===== src/hdl/rotated_rect_sat_overlap_assert.svh =====
// Assertion macros shared by the overlap test RTL.
// Included by the modules that check their own pipeline behavior.
`ifndef ROTATED_RECT_SAT_OVERLAP_ASSERT_SVH
`define ROTATED_RECT_SAT_OVERLAP_ASSERT_SVH

// Same-cycle implication, disabled while in reset.
`define RRS_ASSERT_IMPL(lbl, clk, rst, ante, cons, msg) \
  lbl: assert property (@(posedge clk) disable iff (rst) (ante) |-> (cons)) \
    else $error(msg);

// Next-cycle implication, disabled while in reset.
`define RRS_ASSERT_NEXT(lbl, clk, rst, ante, cons, msg) \
  lbl: assert property (@(posedge clk) disable iff (rst) (ante) |=> (cons)) \
    else $error(msg);

`endif


===== src/hdl/rrs_pkg.sv =====
// Shared types, widths and helpers for the rotated rectangle overlap test.
// Used by rrs_cfg, rrs_cell and the top level; no dependencies.
`timescale 1ns / 1ps

package rrs_pkg;

  localparam int COORD_BITS = 16;
  localparam int NORM_BITS  = COORD_BITS + 1;
  localparam int PROD_BITS  = NORM_BITS + COORD_BITS;
  localparam int PROJ_BITS  = PROD_BITS + 1;
  localparam int CORNERS    = 4;
  localparam int AXES       = 2 * CORNERS;
  localparam int TDATA_BITS = 2 * CORNERS * COORD_BITS;
  localparam int ODATA_BITS = 8;
  localparam int IDX_BITS   = 4;

  // Register indexes of the reference corners
  localparam logic [IDX_BITS-1:0] REG_REF_X0 = 4'd0;
  localparam logic [IDX_BITS-1:0] REG_REF_Y0 = 4'd1;
  localparam logic [IDX_BITS-1:0] REG_REF_X1 = 4'd2;
  localparam logic [IDX_BITS-1:0] REG_REF_Y1 = 4'd3;
  localparam logic [IDX_BITS-1:0] REG_REF_X2 = 4'd4;
  localparam logic [IDX_BITS-1:0] REG_REF_Y2 = 4'd5;
  localparam logic [IDX_BITS-1:0] REG_REF_X3 = 4'd6;
  localparam logic [IDX_BITS-1:0] REG_REF_Y3 = 4'd7;

  typedef logic signed [COORD_BITS-1:0] coord_t;
  typedef logic signed [NORM_BITS-1:0]  norm_t;
  typedef logic signed [PROD_BITS-1:0]  prod_t;
  typedef logic signed [PROJ_BITS-1:0]  proj_t;

  typedef struct packed {
    coord_t [CORNERS-1:0] x;
    coord_t [CORNERS-1:0] y;
  } quad_t;

  typedef struct packed {
    quad_t cand;
    logic  overlap;
  } item_t;

  function automatic proj_t proj_min(proj_t a, proj_t b);
    return (b < a) ? b : a;
  endfunction

  function automatic proj_t proj_max(proj_t a, proj_t b);
    return (a < b) ? b : a;
  endfunction

endpackage


===== src/hdl/rrs_cfg.sv =====
// Reference rectangle register file, written through the config channel.
// Depends on rrs_pkg.
`timescale 1ns / 1ps

module rrs_cfg (
  input  logic                          clk,
  input  logic                          rst,
  input  logic                          cfg_valid,
  output logic                          cfg_ready,
  input  logic [rrs_pkg::IDX_BITS-1:0]  cfg_index,
  input  rrs_pkg::coord_t               cfg_data,
  output rrs_pkg::quad_t                ref_quad
);

  assign cfg_ready = 1'b1;

  always_ff @(posedge clk) begin
    if (rst) begin
      ref_quad <= '0;
    end else if (cfg_valid) begin
      case (cfg_index)
        rrs_pkg::REG_REF_X0: ref_quad.x[0] <= cfg_data;
        rrs_pkg::REG_REF_Y0: ref_quad.y[0] <= cfg_data;
        rrs_pkg::REG_REF_X1: ref_quad.x[1] <= cfg_data;
        rrs_pkg::REG_REF_Y1: ref_quad.y[1] <= cfg_data;
        rrs_pkg::REG_REF_X2: ref_quad.x[2] <= cfg_data;
        rrs_pkg::REG_REF_Y2: ref_quad.y[2] <= cfg_data;
        rrs_pkg::REG_REF_X3: ref_quad.x[3] <= cfg_data;
        rrs_pkg::REG_REF_Y3: ref_quad.y[3] <= cfg_data;
        default: ;
      endcase
    end
  end

endmodule


===== config.mk =====
export PLATFORM = sky130hd
export DESIGN_NAME = rrs_cfg
export DESIGN_NICKNAME = d
export VERILOG_FILES = /design/src/hdl/rotated_rect_sat_overlap_assert.svh /design/src/hdl/rrs_pkg.sv /design/src/hdl/rrs_cfg.sv
export SDC_FILE = /design/constraint.sdc
export NUM_CORES = 1
export LEC_CHECK = 0
export BUFFER_PORTS_ARGS = -buffer_cell sky130_fd_sc_hd__buf_2
export CORE_ASPECT_RATIO = 0.75
export CORE_MARGIN = 1
export CORE_UTILIZATION = 55
export DETAILED_ROUTE_END_ITERATION = 6
export PLACE_DENSITY = 0.93
export RECOVER_POWER = 50
export SYNTH_ARGS = -nofsm -noshare
export SYNTH_HDL_FRONTEND = slang
export SYNTH_SLANG_ARGS = --single-unit

===== constraint.sdc =====
create_clock -name clk -period 1.5 [get_ports clk]
set_input_delay 0 -clock clk [delete_from_list [all_inputs] [get_ports clk]]
set_output_delay 0 -clock clk [all_outputs]
set_load 0.01 [all_outputs]

==> flow_metrics.env <==
export IMPL_overflow=0
export IMPL_io_pins=152
export IMPL_critPathKind="input pin to flip-flop"
export IMPL_root_buffer="clkbuf_16"
export IMPL_fin_crit_sh=0.7444
export IMPL_cp_arrival_ns=1.38
export IMPL_drive_above_1_share=0.3051
export IMPL_rows=30
export IMPL_top_regs="ref_quad (128)"
export IMPL_fp_dieW_um=113.2
export IMPL_grt_antenna_before_repair=0
export IMPL_final_cells=715
export IMPL_numCtsBuffers=17
export IMPL_cts_hold_buf=0
export IMPL_ant_nets=0
export IMPL_htree_levels=4
export IMPL_wl_per_cell_um=17.53
export IMPL_power_density_nw_per_um2=1275
export IMPL_drt_iter0_markers=260
export IMPL_vias_per_cell=5.171
export IMPL_grt_usage=0.2639
export IMPL_n_antenna_cell=0
export IMPL_port_buffers=150
export IMPL_cts_tree="done"
export IMPL_hpwl_um=8589
export IMPL_start_kind="input pin"
export IMPL_gp_routability_congestion=0.8118
export IMPL_synth_area_leaders="dfxtp_1 (50%), mux2i_1 (25%), nand2b_1 (18%)"
export IMPL_grt_pass1_wl_um=19170
export IMPL_utilization=0.7146
export IMPL_yosys_warnings=0
export IMPL_finalSetupViolCount=0
export IMPL_drc=0
export IMPL_cts_sinks=128
export IMPL_grt_max_degree=33
export IMPL_syn_area_um2=5097
export IMPL_slew_headroom=0.5444
export IMPL_drv_cap=0
export IMPL_ys_seq_area_frac=0.5027
export IMPL_hp_class="input pin to flip-flop"
export IMPL_syn_avg_cell_area_um2=11.15
export IMPL_final_common_cell="nand2b_1"
export IMPL_synth_area_leader_cell="dfxtp_1"
export IMPL_core_um2=9009
export IMPL_min_period_ns=1.117
export IMPL_routed_wl_um=12530
export IMPL_synthDistinctLibCells=20
export IMPL_grt_pass1_vias=3654
export IMPL_status="completed"
export IMPL_hp_start="cfg_index[2]"
export IMPL_route_vias_total=3697
export IMPL_fp_dieH_um=85.37
export IMPL_clk_path_buf_depth=2
export IMPL_insertion_delay_ns=0.40
export IMPL_largest_reg_flops=128
export IMPL_synthesis_nets=480
export IMPL_area_growth_pct=26.29
export IMPL_cp_startpoint="rst"
export IMPL_r2r_start="ref_quad[91]"
export IMPL_dp_cells=684
export IMPL_rsz0062_at_grt="false"
export IMPL_start_util=0.5658
export IMPL_top_register="ref_quad"
export IMPL_path_max_fanout=32
export IMPL_synth_top_cell_area_share=0.5027
export IMPL_worst_slew_pin_slew_ns=0.6833
export IMPL_first_pass_iters=4
export IMPL_final_cell_mix="nand2b_1 (144), buf_2 (137), mux2i_1 (128), dfxtp_1 (128), clkbuf_16 (17)"
export IMPL_final_nets=614
export IMPL_post_cts_resized=0
export IMPL_clkTransAtPathRegs_ns=0.06
export IMPL_drv_slew=0
export IMPL_path_cells="clkbuf_1 -> buf_12 -> nand2b_1 -> mux2i_1"
export IMPL_fin_skew_ns=0
export IMPL_p_leak_nw=3.501
export IMPL_synth_cells=457
export IMPL_slowest_stage="clkbuf_1"
export IMPL_fin_setup_tns_ns=0
export IMPL_hold_violations=0
export IMPL_fp_dieArea_um2=9661
export IMPL_end_kind="flip-flop"
export IMPL_critPathMaxStageDelay_ns=0.51
export IMPL_crit_required_ns=1.76
export IMPL_post_cts_buffers=0
export IMPL_fmax_mhz=895.6
export IMPL_synth_seq_cells=128
export IMPL_ir_drop_mv=0.8823
per-layer routing:
metal	wire length, um	part of all wire	track usage
met1	5901	0.47	0.3429
met5	0	0	0
met4	78	0.0062	0.07297
met3	749	0.060	0.08929
met2	5804	0.46	0.4200
critical path, delay by kind of cell:
family | cells | cell delay [ns]
multiplexers | 1 | 0.17
buffers and inverters | 2 | 0.76
AND/OR/NAND/NOR | 1 | 0.43
Yosys cell counts:
cell type	n
nor2_1	1
nand2_1	1
dfxtp_1	128
nand2b_1	144
clkbuf_1	15
buf_2	3
nor2b_1	1
nand3_4	1
conb_1	1
nand2_2	5
and2_2	1
buf_6	7
buf_1	14
and3b_2	1
mux2i_1	128
nand3_2	1
buf_8	1
nor3b_4	1
and2b_1	1
buf_4	2
final timing paths:
kind,depth (start not counted),slack (ns),end
setup / recovery,4,0.38,ref_quad[91]
hold / removal,4,0.02,ref_quad[95]
setup reg to reg,2,0.83,ref_quad[91]
hold reg to reg,2,0.47,ref_quad[85]
cell type report:
cell class,count,area (um2)
Clock buffer,18,439.2
Clock inverter,13,188.9
Fill cell,680,2571
Multi-Input combinational cell,287,2297
Sequential cell,128,2562
Tap cell,112,140.1
Timing Repair Buffer,157,809.5
cells by family after synthesis:
kind of cell,share of synthesized area
muxes,0.2514
DFF,0.5027
and+or+nand+nor,0.1996
other,0.0007357
buffers and inverters,0.04565
through the flow:
step	hold slack (ns)	power (mW)	instance area [um2]	setup WS [ns]
CTS	0.004201	8.249	6461	0.5762
global placement	0.4096	3.932	5833	0.3006
finish	0.02025	8.210	6437	0.3834
global route	0.03798	8.446	6437	0.3124
floorplan	0.2229	3.802	5097	0.5445
detailed placement	0.4133	3.945	5833	0.2238
power breakdown:
group / internal (mW) / switching [mW] / leakage [nW] / total (mW)
logic: 0.175 / 0.229 / 2.17 / 0.404
clock network: 2.82 / 1.52 / 0.302 / 4.34
registers: 3.45 / 0.0248 / 1.03 / 3.47
total: 6.44 / 1.77 / 3.50 / 8.21
(Power assumes the default switching activity.)
